==> config.mk <==
export PLATFORM = sky130hd
export DESIGN_NAME = whf_fifo
export DESIGN_NICKNAME = d
export VERILOG_FILES = /design/src/rtl/whf_pkg.sv /design/src/rtl/whf_fifo.sv
export SDC_FILE = /design/constraint.sdc
export NUM_CORES = 1
export LEC_CHECK = 0
export BUFFER_PORTS_ARGS = -buffer_cell sky130_fd_sc_hd__buf_2
export CELL_PAD_IN_SITES_DETAIL_PLACEMENT = 0
export CELL_PAD_IN_SITES_GLOBAL_PLACEMENT = 1
export CORE_ASPECT_RATIO = 1.4
export CORE_MARGIN = 1
export CORE_UTILIZATION = 40
export CTS_CLUSTER_DIAMETER = 40
export CTS_CLUSTER_SIZE = 10
export DETAILED_ROUTE_END_ITERATION = 10
export PLACE_DENSITY_LB_ADDON = 0.3
export SETUP_SLACK_MARGIN = 0.3
export SLEW_MARGIN = 25
export SYNTH_ARGS = -nofsm -noshare
export SYNTH_HDL_FRONTEND = slang
export SYNTH_SLANG_ARGS = --single-unit
==> constraint.sdc <==
create_clock -name clk_i -period 6.05 [get_ports clk_i]
set_input_delay 0.605 -clock clk_i [delete_from_list [all_inputs] [get_ports clk_i]]
set_output_delay 0.605 -clock clk_i [all_outputs]
set_load 0.01 [all_outputs]
==> src/rtl/whf_pkg.sv <==
package whf_pkg;

  localparam int unsigned NBINS  = 256;
  localparam int unsigned SLOTS  = NBINS + 2;
  localparam int unsigned SLOT_W = 9;
  localparam int unsigned ADDR_W = $clog2(SLOTS);
  localparam int unsigned XW     = 32;
  localparam int unsigned WGT_W  = 16;
  localparam int unsigned WSQ_W  = 31;
  localparam int unsigned WT_W   = 48;
  localparam int unsigned SQ_W   = 63;
  localparam int unsigned ENT_W  = 32;
  localparam int unsigned CFG_W  = 32;
  localparam int unsigned CIDX_W = 2;
  localparam int unsigned QDEPTH = 2;
  localparam int unsigned QPTR_W = $clog2(QDEPTH);
  localparam int unsigned QCNT_W = $clog2(QDEPTH + 1);

  typedef enum logic {
    FUNC_FILL = 1'b0,
    FUNC_READ = 1'b1
  } func_e;

  typedef enum logic [1:0] {
    CLS_BIN   = 2'd0,
    CLS_UNDER = 2'd1,
    CLS_OVER  = 2'd2
  } cls_e;

  typedef enum logic [CIDX_W-1:0] {
    CFG_X_MIN     = 2'd0,
    CFG_X_MAX     = 2'd1,
    CFG_BIN_SCALE = 2'd2
  } cfg_idx_e;

  typedef enum logic {
    BK_IDLE = 1'b0,
    BK_EXEC = 1'b1
  } bk_state_e;

  typedef struct packed {
    logic signed [XW-1:0] x_min;
    logic signed [XW-1:0] x_max;
    logic [XW-1:0]        bin_scale;
  } cfg_t;

  typedef struct packed {
    func_e                   func;
    logic [SLOT_W-1:0]       slot;
    logic                    in_range;
    logic signed [WGT_W-1:0] weight;
    logic [WSQ_W-1:0]        wsq;
  } cmd_t;

  typedef struct packed {
    logic full;
    logic empty;
  } qstat_t;

  typedef struct packed {
    logic signed [WT_W-1:0] wsum;
    logic [SQ_W-1:0]        ssum;
  } slot_t;

endpackage

==> src/rtl/whf_fifo.sv <==
module whf_fifo (
  input  logic             clk_i,
  input  logic             rst_ni,
  input  logic             push_i,
  input  whf_pkg::cmd_t    cmd_i,
  input  logic             pop_i,
  output whf_pkg::cmd_t    cmd_o,
  output whf_pkg::qstat_t  stat_o
);

  whf_pkg::cmd_t                 mem_q [whf_pkg::QDEPTH];
  logic [whf_pkg::QPTR_W-1:0]    wr_q, rd_q;
  logic [whf_pkg::QCNT_W-1:0]    cnt_q, cnt_d;
  logic                          do_push, do_pop;

  assign stat_o.full  = (cnt_q == whf_pkg::QCNT_W'(whf_pkg::QDEPTH));
  assign stat_o.empty = (cnt_q == '0);
  assign do_push = push_i && !stat_o.full;
  assign do_pop  = pop_i && !stat_o.empty;
  assign cmd_o   = mem_q[rd_q];

  always_comb begin
    cnt_d = cnt_q;
    if (do_push && !do_pop) cnt_d = cnt_q + 1'b1;
    if (do_pop && !do_push) cnt_d = cnt_q - 1'b1;
  end

  always_ff @(posedge clk_i or negedge rst_ni) begin
    if (!rst_ni) begin
      wr_q  <= '0;
      rd_q  <= '0;
      cnt_q <= '0;
    end else begin
      cnt_q <= cnt_d;
      if (do_push) wr_q <= wr_q + 1'b1;
      if (do_pop) rd_q <= rd_q + 1'b1;
    end
  end

  always_ff @(posedge clk_i) begin
    if (do_push) mem_q[wr_q] <= cmd_i;
  end

endmodule

==> results by group <==
Status
  – Status: complete, no violations

Yosys
  – Multiplexer share of the synthesized area: between 10% and 20%
  – Simple-gate area share of the yosys netlist: less than 1%
  – Area leader, netlist: edfxtp_1
  – Ys Warns: 0
  – Netlist cell types: 16
  – Post-synth EDFFs: 116
  – Synthesized area: ~0.0044 mm^2
  – Compound-Gate Fraction of Synth Area: 0%
  – Syn avg cell area: between 20 and 25 um^2
  – Synth Net Count: roughly 260
  – Top cells by area, synth: edfxtp_1, mux2_2, mux2_4, dfrtp_1, xnor2_1
  – Commonest cells post-synth: edfxtp_1, mux2_2, mux2_4, buf_2, dfrtp_1
  – Combinational family with the most area after synthesis: multiplexers
  – Post-synth top flop: edfxtp_1
  – Register area share after synthesis: 80.97%
  – Async S/R FF share, synth: about 3.3%
  – Yosys reg bits: 120
  – Synth Area in XOR/XNOR: 0.9895%
  – Post-Syn Instances: around 200
  – Most frequent cell after synthesis: edfxtp_1
  – Post-synth top area share: between 70% and 80%
  – Adder-Cell Fraction of Synth Area: less than 1%

STA
  – Clock Skews: roughly 0.012 ns
  – Final max-slew violation count: 0
  – Final setup fails: 0
  – FMAX: 348.9 MHz
  – Final critical-path required period: 2.866 ns
  – Relative slew slack: between 40% and 50%
  – Worst-Margin Slew: 0.7912 ns
  – Final Hold Fails: 0
  – Unrepaired setup endpoints after global routing: no
  – Slack of the critical path: ~3.2 ns
  – Setup TNS Final: 0 ns
  – Period utilization: a little under half

Power
  – Sequential power share: around 41%
  – Logic pwr share: roughly a quarter
  – Clock Power Share: approximately 34%
  – Leakage Power: roughly 0.0022 uW
  – Switch Pwr: 782.8 uW
  – Final Power: roughly 3000 uW
  – Switching Share: about a quarter
  – Pint: around 2200 uW
  – Pwr/cell area: 512.7 mW/mm^2
  – Max IR drop VDD: slightly above 300 uV

Critical path
  – Critical Path RT: approximately 5.4 ns
  – Crit Reg-Reg Endpoint: mem_q[0][4]
  – Buf/Inv on CP: 2
  – CP endpoint kind: output pin
  – Crit path kind: reg -> out
  – Startpoint Class: flip-flop
  – R2r setup slk: 3.82 ns
  – Reg-to-Reg Start: cnt_q[0]
  – Slowest CP cell: dfrtp_2
  – Worst path cell trace: buf_4 > mux2_2 > buf_2
  – Family with the most delay on the worst path: buffers and inverters
  – Slowest cell delay on critical path: roughly 0.71 ns
  – Worst path arrival time: between 2 and 2.5 ns
  – Critical path peak fanout: 40
  – Reg2reg path depth: 4

Placed design
  – HPWL after DPL: 4757 um
  – GPL Wtd Cong: about 0.66
  – DP Worst Slack: 3.529 ns
  – IO buf count: approximately 120

Die
  – Num rows: 45
  – Initial Utilization: 40.94%
  – Die Height: 126.5 um
  – Io pins: approximately 120
  – Die footprint: approximately 0.011 mm^2
  – Core ar.: approximately 0.011 mm^2
  – Die width: 90.90 um

Detailed routing
  – Vias per Instance: around 4.6
  – Initial DRC Count: 94
  – DR vias: between 2k and 2.5k
  – DRT Pass-1 Iters: 4
  – Final antenna-violating net count: 0
  – Routed length per instance: about 15 um
  – WL final: between 7000 and 8000 um
  – DRC Markers: 0

Cells and area
  – Share of cells above drive strength 1: between 60% and 70%
  – Antenna cells: 0
  – Nets: roughly 400
  – Core Util, Final: 53.48%
  – Area growth from synthesis to layout: 30.65%

Clocking
  – Clock slew at reported path FFs: 0.05 ns
  – H-tree levels: 4
  – Clock root cell: clkbuf_16
  – Clock latency on the worst-skew pair: about 0.4 ns
  – Total CTS buffers: 17
  – Clock Tree Buf Depth: 2
  – Post CTS Setup Buffer Count: 0
  – CTS Sinks: 120
  – TritonCTS clock tree: built

GRT
  – Initial antenna violation count: 0
  – Grt ovf: 0
  – Vias in the first global route: about 2.4k
  – GRT Resource Usage Total: between 10 and 15%
  – First-pass GRT wire length: roughly 12,000 um
  – Pin count of the biggest net entering global routing: ~60

Run
  – Maxcap violations: 0

Hold path
  – WHS Endpoint: mem_q[1][32]
  – Worst Hold Depth: 1
  – Worst Hold Class: in -> reg
  – Min-delay src: cmd_i[32]
==> routing by layer <==
| layer | GRT usage [%] | vias to the layer above | routed length [um] |
|---|---|---|---|
| li1 | - | 1059 | - |
| met1 | 14.45 | 1101 | 2852 |
| met2 | 24.47 | 79 | 4070 |
| met3 | 5.156 | 11 | 415 |
| met4 | 8.497 | 0 | 163 |
| met5 | 0 | - | 0 |
==> what timing repair did <==
item                      4_1_cts  5_1_grt
resized for setup               0        0
hold buffers                    1        0
hold endpoints to repair        1        0
==> through the flow <==
step | instance area, um^2 | cells | hold WS [ns]
finish | 5782 | 489 | 0.3898
global route | 5782 | 489 | 0.3720
CTS | 5782 | 489 | 0.3764
detailed placement | 5182 | 457 | 0.4280
global placement | 5182 | 457 | 0.4266
floorplan | 4425 | 199 | 0.3094
==> flip-flops by register name, indices dropped and copies added, names as in the netlist <==
signal,flops
cnt_q,2
rd_q,1
mem_q,116
wr_q,1
==> layout by cell type, fill, tap and decap left out <==
master	instances
buf_2	121
edfxtp_1	116
mux2_2	48
clkbuf_16	17
mux2_4	10
clkinv_1	6
bufinv_16	4
xnor2_1	3
dfrtp_1	3
buf_4	3
nor2_1	2
xor2_1	2
clkinv_2	2
nor2b_1	1
nand2b_1	1
inv_1	1
nand2_1	1
and3_2	1
nor2_4	1
ha_1	1
clkbuf_1	1
clkinvlp_4	1
dlygate4sd3_1	1
dfrtp_2	1
==> worst register-to-register path, cell delays in order (launching register included) <==
cell and delay [ns]:
dfrtp_1 0.41, nand2b_1 0.18, nand2_1 0.15, nor2_4 0.59, buf_4 0.54
==> logic make-up after synthesis <==
kind of cell / Yosys count
flops: 120
xor+xnor: 5
buf+inv: 8
simple gates: 7
fa+ha+maj: 1
mux: 58
==> how the worst max path moves through the flow <==
stage / startpoint / to / slack [ns] / depth (start not counted)
floorplan: push_i / mem_q[0][0] / 2.45 / 2
detailed placement: rd_q / cmd_o[11] / 3.53 / 3
finish: rd_q / cmd_o[11] / 3.18 / 3
global route: rd_q / cmd_o[11] / 3.04 / 3
CTS: rd_q / cmd_o[11] / 3.10 / 3
global placement: rd_q / cmd_o[11] / 3.56 / 3
==> cell type report <==
type,instances,area (um^2)
Clock inverter,13,160.2
Sequential cell,120,3585
Multi-Input combinational cell,71,789.5
Fill cell,925,5029
Inverter,1,3.754
Timing Repair Buffer,125,638.1
Clock buffer,18,429.2
Tap cell,141,176.4
==> power groups by stage <==
stage | combinational (uW) | sequential, uW | clock [uW]
after global routing | 824 | 1240 | 1050
after CTS | 778 | 1220 | 1010
after floorplan | 547 | 1200 | 0
final | 754 | 1220 | 993
after detailed placement | 775 | 1240 | 0
after global placement | 774 | 1230 | 0
(Power assumes the default switching activity.)
