<file path="config.mk">
export PLATFORM = sky130hd
export DESIGN_NAME = whf_front_flat
export DESIGN_NICKNAME = d
export VERILOG_FILES = /design/src/rtl/whf_pkg.sv /design/src/rtl/whf_if.sv /design/src/rtl/whf_front.sv /design/src/flat_wrapper.sv
export SDC_FILE = /design/constraint.sdc
export NUM_CORES = 2
export LEC_CHECK = 0
export BUFFER_PORTS_ARGS = -buffer_cell sky130_fd_sc_hd__buf_2
export CAP_MARGIN = 20
export CORE_AREA = 2 2 301 303
export DETAILED_ROUTE_END_ITERATION = 8
export DIE_AREA = 0 0 303 305
export PLACE_DENSITY = 0.71
export SYNTH_ARGS = -nofsm -noshare
export SYNTH_HDL_FRONTEND = slang
export SYNTH_SLANG_ARGS = --single-unit
</file>
<file path="constraint.sdc">
create_clock -name clk_i -period 13.3 [get_ports clk_i]
set_input_delay 3.99 -clock clk_i [delete_from_list [all_inputs] [get_ports clk_i]]
set_output_delay 3.99 -clock clk_i [all_outputs]
set_load 0.05 [all_outputs]
</file>
<file path="src/rtl/whf_pkg.sv">
package whf_pkg;

  localparam int unsigned NBINS  = 256;
  localparam int unsigned SLOTS  = NBINS + 2;
  localparam int unsigned SLOT_W = 9;
  localparam int unsigned ADDR_W = $clog2(SLOTS);
  localparam int unsigned XW     = 32;
  localparam int unsigned WGT_W  = 16;
  localparam int unsigned WSQ_W  = 31;
  localparam int unsigned WT_W   = 48;
  localparam int unsigned SQ_W   = 63;
  localparam int unsigned ENT_W  = 32;
  localparam int unsigned CFG_W  = 32;
  localparam int unsigned CIDX_W = 2;
  localparam int unsigned QDEPTH = 2;
  localparam int unsigned QPTR_W = $clog2(QDEPTH);
  localparam int unsigned QCNT_W = $clog2(QDEPTH + 1);

  typedef enum logic {
    FUNC_FILL = 1'b0,
    FUNC_READ = 1'b1
  } func_e;

  typedef enum logic [1:0] {
    CLS_BIN   = 2'd0,
    CLS_UNDER = 2'd1,
    CLS_OVER  = 2'd2
  } cls_e;

  typedef enum logic [CIDX_W-1:0] {
    CFG_X_MIN     = 2'd0,
    CFG_X_MAX     = 2'd1,
    CFG_BIN_SCALE = 2'd2
  } cfg_idx_e;

  typedef enum logic {
    BK_IDLE = 1'b0,
    BK_EXEC = 1'b1
  } bk_state_e;

  typedef struct packed {
    logic signed [XW-1:0] x_min;
    logic signed [XW-1:0] x_max;
    logic [XW-1:0]        bin_scale;
  } cfg_t;

  typedef struct packed {
    func_e                   func;
    logic [SLOT_W-1:0]       slot;
    logic                    in_range;
    logic signed [WGT_W-1:0] weight;
    logic [WSQ_W-1:0]        wsq;
  } cmd_t;

  typedef struct packed {
    logic full;
    logic empty;
  } qstat_t;

  typedef struct packed {
    logic signed [WT_W-1:0] wsum;
    logic [SQ_W-1:0]        ssum;
  } slot_t;

endpackage

</file>
<file path="src/rtl/whf_if.sv">
interface whf_in_if;
  logic                              valid;
  logic                              ready;
  logic                              func;
  logic signed [whf_pkg::XW-1:0]     sample;
  logic signed [whf_pkg::WGT_W-1:0]  weight;
  logic [whf_pkg::SLOT_W-1:0]        read_slot;

  modport source (output valid, func, sample, weight, read_slot, input ready);
  modport sink (input valid, func, sample, weight, read_slot, output ready);
endinterface


</file>
<file path="src/rtl/whf_front.sv">
module whf_front (
  input  logic              clk_i,
  input  logic              rst_ni,
  input  whf_pkg::cfg_t     cfg_i,
  whf_in_if.sink            req_i,
  output logic              push_o,
  output whf_pkg::cmd_t     cmd_o,
  input  logic              q_ready_i
);

  logic                             s1_v_q, s1_v_d;
  whf_pkg::func_e                   s1_func_q;
  whf_pkg::cls_e                    s1_cls_q, cls_d;
  logic [whf_pkg::XW-1:0]           s1_diff_q;
  logic signed [whf_pkg::WGT_W-1:0] s1_wgt_q;
  logic [whf_pkg::SLOT_W-1:0]       s1_rs_q;

  logic                             s2_v_q, s2_v_d;
  whf_pkg::func_e                   s2_func_q;
  whf_pkg::cls_e                    s2_cls_q;
  logic [2*whf_pkg::XW-1:0]         s2_prod_q;
  logic signed [whf_pkg::WGT_W-1:0] s2_wgt_q;
  logic [whf_pkg::WSQ_W-1:0]        s2_wsq_q;
  logic [whf_pkg::SLOT_W-1:0]       s2_rs_q;

  logic                             s1_rdy, s2_go;
  logic signed [2*whf_pkg::WGT_W-1:0] wsq_full;
  logic [2*whf_pkg::XW-24-1:0]      idx;

  assign s2_go   = !s2_v_q || q_ready_i;
  assign s1_rdy  = !s1_v_q || s2_go;
  assign req_i.ready = s1_rdy;

  always_comb begin
    if (req_i.sample < cfg_i.x_min) begin
      cls_d = whf_pkg::CLS_UNDER;
    end else if (req_i.sample >= cfg_i.x_max) begin
      cls_d = whf_pkg::CLS_OVER;
    end else begin
      cls_d = whf_pkg::CLS_BIN;
    end
  end

  assign s1_v_d = req_i.valid ? 1'b1 : (s2_go ? 1'b0 : s1_v_q);
  assign s2_v_d = s1_v_q ? 1'b1 : (q_ready_i ? 1'b0 : s2_v_q);

  always_ff @(posedge clk_i or negedge rst_ni) begin
    if (!rst_ni) begin
      s1_v_q <= 1'b0;
      s2_v_q <= 1'b0;
    end else begin
      if (s1_rdy) s1_v_q <= s1_v_d;
      if (s2_go) s2_v_q <= s2_v_d;
    end
  end

  always_ff @(posedge clk_i) begin
    if (s1_rdy && req_i.valid) begin
      s1_func_q <= whf_pkg::func_e'(req_i.func);
      s1_cls_q  <= cls_d;
      s1_diff_q <= whf_pkg::XW'(req_i.sample - cfg_i.x_min);
      s1_wgt_q  <= req_i.weight;
      s1_rs_q   <= req_i.read_slot;
    end
  end

  assign wsq_full = (2*whf_pkg::WGT_W)'(s1_wgt_q) * (2*whf_pkg::WGT_W)'(s1_wgt_q);

  always_ff @(posedge clk_i) begin
    if (s2_go && s1_v_q) begin
      s2_func_q <= s1_func_q;
      s2_cls_q  <= s1_cls_q;
      s2_prod_q <= (2*whf_pkg::XW)'(s1_diff_q) * (2*whf_pkg::XW)'(cfg_i.bin_scale);
      s2_wgt_q  <= s1_wgt_q;
      s2_wsq_q  <= wsq_full[whf_pkg::WSQ_W-1:0];
      s2_rs_q   <= s1_rs_q;
    end
  end

  assign idx = s2_prod_q[2*whf_pkg::XW-1:24];

  always_comb begin
    cmd_o.func     = s2_func_q;
    cmd_o.weight   = s2_wgt_q;
    cmd_o.wsq      = s2_wsq_q;
    cmd_o.in_range = 1'b1;
    cmd_o.slot     = s2_rs_q;
    if (s2_func_q == whf_pkg::FUNC_READ) begin
      cmd_o.in_range = ({1'b0, s2_rs_q} < (whf_pkg::SLOT_W + 1)'(whf_pkg::SLOTS));
    end else begin
      unique case (s2_cls_q)
        whf_pkg::CLS_UNDER: cmd_o.slot = whf_pkg::SLOT_W'(whf_pkg::NBINS);
        whf_pkg::CLS_OVER:  cmd_o.slot = whf_pkg::SLOT_W'(whf_pkg::NBINS + 1);
        default: begin
          if (idx > (2*whf_pkg::XW-24)'(whf_pkg::NBINS - 1)) begin
            cmd_o.slot = whf_pkg::SLOT_W'(whf_pkg::NBINS - 1);
          end else begin
            cmd_o.slot = idx[whf_pkg::SLOT_W-1:0];
          end
        end
      endcase
    end
  end

  assign push_o = s2_v_q;

endmodule

</file>
<file path="src/flat_wrapper.sv">
// flat-port wrapper written by rule: the top's interface ports become plain ports
module whf_front_flat 
  (clk_i, rst_ni, cfg_i, push_o, cmd_o, q_ready_i, req_i_valid, req_i_func, req_i_sample, req_i_weight, req_i_read_slot, req_i_ready);
  whf_in_if req_i_i ();
  input  logic clk_i;
  input  logic rst_ni;
  input  whf_pkg::cfg_t cfg_i;
  output logic push_o;
  output whf_pkg::cmd_t cmd_o;
  input  logic q_ready_i;
  input wire logic [$bits(req_i_i.valid)-1:0] req_i_valid;
  input wire logic [$bits(req_i_i.func)-1:0] req_i_func;
  input wire logic [$bits(req_i_i.sample)-1:0] req_i_sample;
  input wire logic [$bits(req_i_i.weight)-1:0] req_i_weight;
  input wire logic [$bits(req_i_i.read_slot)-1:0] req_i_read_slot;
  output wire logic [$bits(req_i_i.ready)-1:0] req_i_ready;
  assign req_i_i.valid = req_i_valid;
  assign req_i_i.func = req_i_func;
  assign req_i_i.sample = req_i_sample;
  assign req_i_i.weight = req_i_weight;
  assign req_i_i.read_slot = req_i_read_slot;
  assign req_i_ready = req_i_i.ready;
  whf_front u_core (.clk_i(clk_i), .rst_ni(rst_ni), .cfg_i(cfg_i), .req_i(req_i_i), .push_o(push_o), .cmd_o(cmd_o), .q_ready_i(q_ready_i));
endmodule
</file>
==> flow_summary.json <==
{
  "holdWs_ps": 419,
  "port-buffer-count": 216,
  "cts_resized": 0,
  "syn_nets": 6752,
  "hp-start": "u_core.s1_rs_q[6]$_DFFE_PP_",
  "fp-row-count": 110,
  "syn-cell-area_mm2": 0.0486,
  "final_common_cell": "inv_1",
  "grt_setup_unrepaired": "no",
  "hold_depth": 0,
  "dp_hpwl_um": 95800,
  "synthMuxAreaShare_pct": 0.0643,
  "ys.warnings.count": 0,
  "relSlewSlack_pct": 33.9,
  "reg2regPathDepth": 24,
  "tightest_slew_ps": 992,
  "layout.cells.most_common_list": "inv_1, fa_1, and2_1, nand2_1, ha_1",
  "clock-sinks": 159,
  "postSynth.asyncResetShare_pct": 1.26,
  "path_clk_slew_ps": 80,
  "layout-drive-gt1-share_pct": 6.19,
  "clockRootBuffer": "clkbuf_16",
  "timing.rr.start": "u_core.s1_diff_q[25]$_DFFE_PP_",
  "start_util_pct": 54.4,
  "crit_type": "input port to flip-flop",
  "timing.final.crit_share_pct": 87.6,
  "cp-end-kind": "flip-flop",
  "fin_worst_skew_ps": 22.3,
  "antenna_found_initial": 2,
  "ys.flop_type": "edfxtp_1",
  "status": "finished with violations",
  "setup_viol": 0,
  "hold_viol_final": 0,
  "detail_route.wl_per_cell_um": 19.7,
  "cp-start-kind": "input port",
  "crit_required_ps": 13600,
  "layout.nets": 6801,
  "syn_avg_cell_area_um2": 9.61,
  "netlist_instances": 5058,
  "via_per_inst": 5.47,
  "fin_tns_setup_ps": 0,
  "pin_count": 218,
  "yosysSeqAreaShare_pct": 9.80,
  "grt.total_usage_pct": 28.4,
  "gp_congestion": 0.901,
  "htreeDepth": 4,
  "synthSimpleGateAreaFrac_pct": 15.1,
  "antenna_left": 0,
  "grt_max_degree": 61,
  "r2r_slack_ps": 5050,
  "arrival_ps": 11950,
  "slew_viol_final": 0,
  "cts_setup_buffers": 0,
  "whs_endpoint": "u_core.s2_rs_q[6]$_DFFE_PP_",
  "dr.pass1.iters": 7,
  "timing.fmax_ghz": 0.0858,
  "cp_max_fo": 32,
  "overflow": 0,
  "synth_area_leader_cell": "fa_1",
  "dp_slack_ps": 1230,
  "dieHeight_um": 305,
  "drt_iter0_drc": 2190,
  "area_delta_synth_final_pct": 5.44,
  "die_area_mm2": 0.0924,
  "yosys.cell_types.count": 75,
  "synth_edf_count": 157,
  "num_vias": 34500,
  "setup_ws_ps": 1650,
  "drc_errors": 8,
  "synthXorXnorAreaFrac_pct": 1.82,
  "yosys.area_share.adder_pct": 56.9,
  "numCtsBuffers": 17,
  "fin_crit_ps": 11650,
  "min_path_type": "flip-flop to flip-flop",
  "maxCapViolations": 0,
  "hold_buffers": 0,
  "routed_wl_um": 124000,
  "ys_ff_latch": 159,
  "synth_top_cell_area_share_pct": 46.4,
  "cts_buffer_depth": 2,
  "placeableCoreArea_mm2": 0.0893,
  "synth_area_leaders": "fa_1, ha_1, edfxtp_1, inv_1, and2_1",
  "synth_top_family_by_area": "adder cells",
  "fp.dieW_um": 303,
  "failed_checks": "DRC",
  "cts_tree": "done",
  "grt_pass1_vias": 37900,
  "r2r_end": "u_core.s2_prod_q[58]$_DFFE_PP_",
  "synth_compound_area_share_pct": 4.75,
  "clock_latency_ps": 500,
  "grt_pass1_wl_um": 201000
}
-- layout make-up --
cell class | count | area, um2
flip-flops and latches | 159 | 4760
diodes | 4 | 10.0
clock buffers | 17 | 425
multi-input cells | 3417 | 38300
inverters | 1255 | 4710
well taps | 1176 | 1470
clock inverters | 15 | 209
repair buffers | 257 | 1390
fillers | 7736 | 38100
-- cells in the mapped netlist, types with 3 or more instances --
| master | count |
|---|---|
| and3_1 | 14 |
| o21bai_1 | 19 |
| nor2b_1 | 19 |
| o211ai_1 | 6 |
| o21ai_0 | 71 |
| o21a_1 | 16 |
| nand4_1 | 28 |
| a31o_2 | 3 |
| a31oi_1 | 9 |
| a211o_1 | 4 |
| clkbuf_1 | 224 |
| xor2_1 | 28 |
| nand2_1 | 555 |
| and2_1 | 641 |
| a2111oi_4 | 3 |
| inv_1 | 1254 |
| a21o_1 | 59 |
| or2_2 | 5 |
| a21oi_1 | 96 |
| nor2_1 | 81 |
| ha_1 | 408 |
| nand3b_1 | 4 |
| o31ai_1 | 3 |
| a211oi_1 | 10 |
| xnor2_1 | 73 |
| nor4_1 | 11 |
| a221oi_1 | 4 |
| buf_4 | 3 |
| or3_1 | 7 |
| a21boi_0 | 3 |
| nand2b_1 | 24 |
| edfxtp_1 | 157 |
| fa_1 | 1128 |
| o2111ai_1 | 5 |
| nand3_1 | 20 |
| nor3_1 | 15 |
| and4_1 | 3 |
-- through the flow --
step           instances  utilization [%]  area, um2
2_1_floorplan       5058                -      48600
3_3_place_gp        6264             56.7      50600
3_5_place_dp        6264             56.7      50600
4_1_cts             6296             57.4      51300
5_1_grt             6298             57.4      51300
6_report            6300             57.4      51300
-- sequential cells by signal, indices dropped and copies added (netlist names), 2 cells and up --
signal and count:
u_core.s2_cls_q 2, u_core.s2_rs_q 9, u_core.s1_cls_q 2, u_core.s2_wsq_q 30, u_core.s1_wgt_q 16, u_core.s2_wgt_q 15, u_core.s1_rs_q 9, u_core.s2_prod_q 40
u_core.s1_diff_q 32
-- routing by layer --
layer  vias up  track usage (%)  routed length (um)
li1      15000                -                   -
met1     17800             35.4               46500
met2      1253             47.6               62700
met3       377             4.15                7770
met4         0             15.0                7040
met5         -                0                   0
-- critical path, cell delays in order --
cell	delay, ps
buf_2	670
nand2_1	180
fa_1	550
fa_1	530
fa_1	470
fa_1	570
inv_1	60
fa_1	550
fa_1	430
fa_1	540
inv_1	60
fa_1	490
inv_1	50
ha_1	360
a21oi_1	150
nor2_1	60
a211oi_1	310
a21oi_1	130
nor4_1	290
o21ai_0	320
o41ai_4	440
o31ai_2	170
or4_1	430
o311ai_1	120
-- cells by family (layout without fill, tap and decap cells) --
group | count (synthesis) | after routing
fa+ha+maj | 1536 | 1536
buf+inv | 1482 | 1544
simple gates | 1434 | 1434
compound gates | 342 | 342
flops | 159 | 159
xor+xnor | 101 | 101
mux | 3 | 3
other cells | 1 | 5
-- worst max path at each step --
stage	depth (start not counted)	slack, ps	start	end
6_report	24	1650	cfg_i[8]	u_core.s2_prod_q[58]$_DFFE_PP_
5_1_grt	24	1290	cfg_i[8]	u_core.s2_prod_q[58]$_DFFE_PP_
4_1_cts	24	1750	cfg_i[8]	u_core.s2_prod_q[58]$_DFFE_PP_
3_5_place_dp	24	1230	cfg_i[8]	u_core.s2_prod_q[58]$_DFFE_PP_
3_3_place_gp	24	1350	cfg_i[8]	u_core.s2_prod_q[58]$_DFFE_PP_
2_1_floorplan	27	2450	cfg_i[2]	u_core.s2_prod_q[59]$_DFFE_PP_
Power is not shown: default switching activity piles up to over one toggle a cycle in this logic, so the estimate is an artifact.
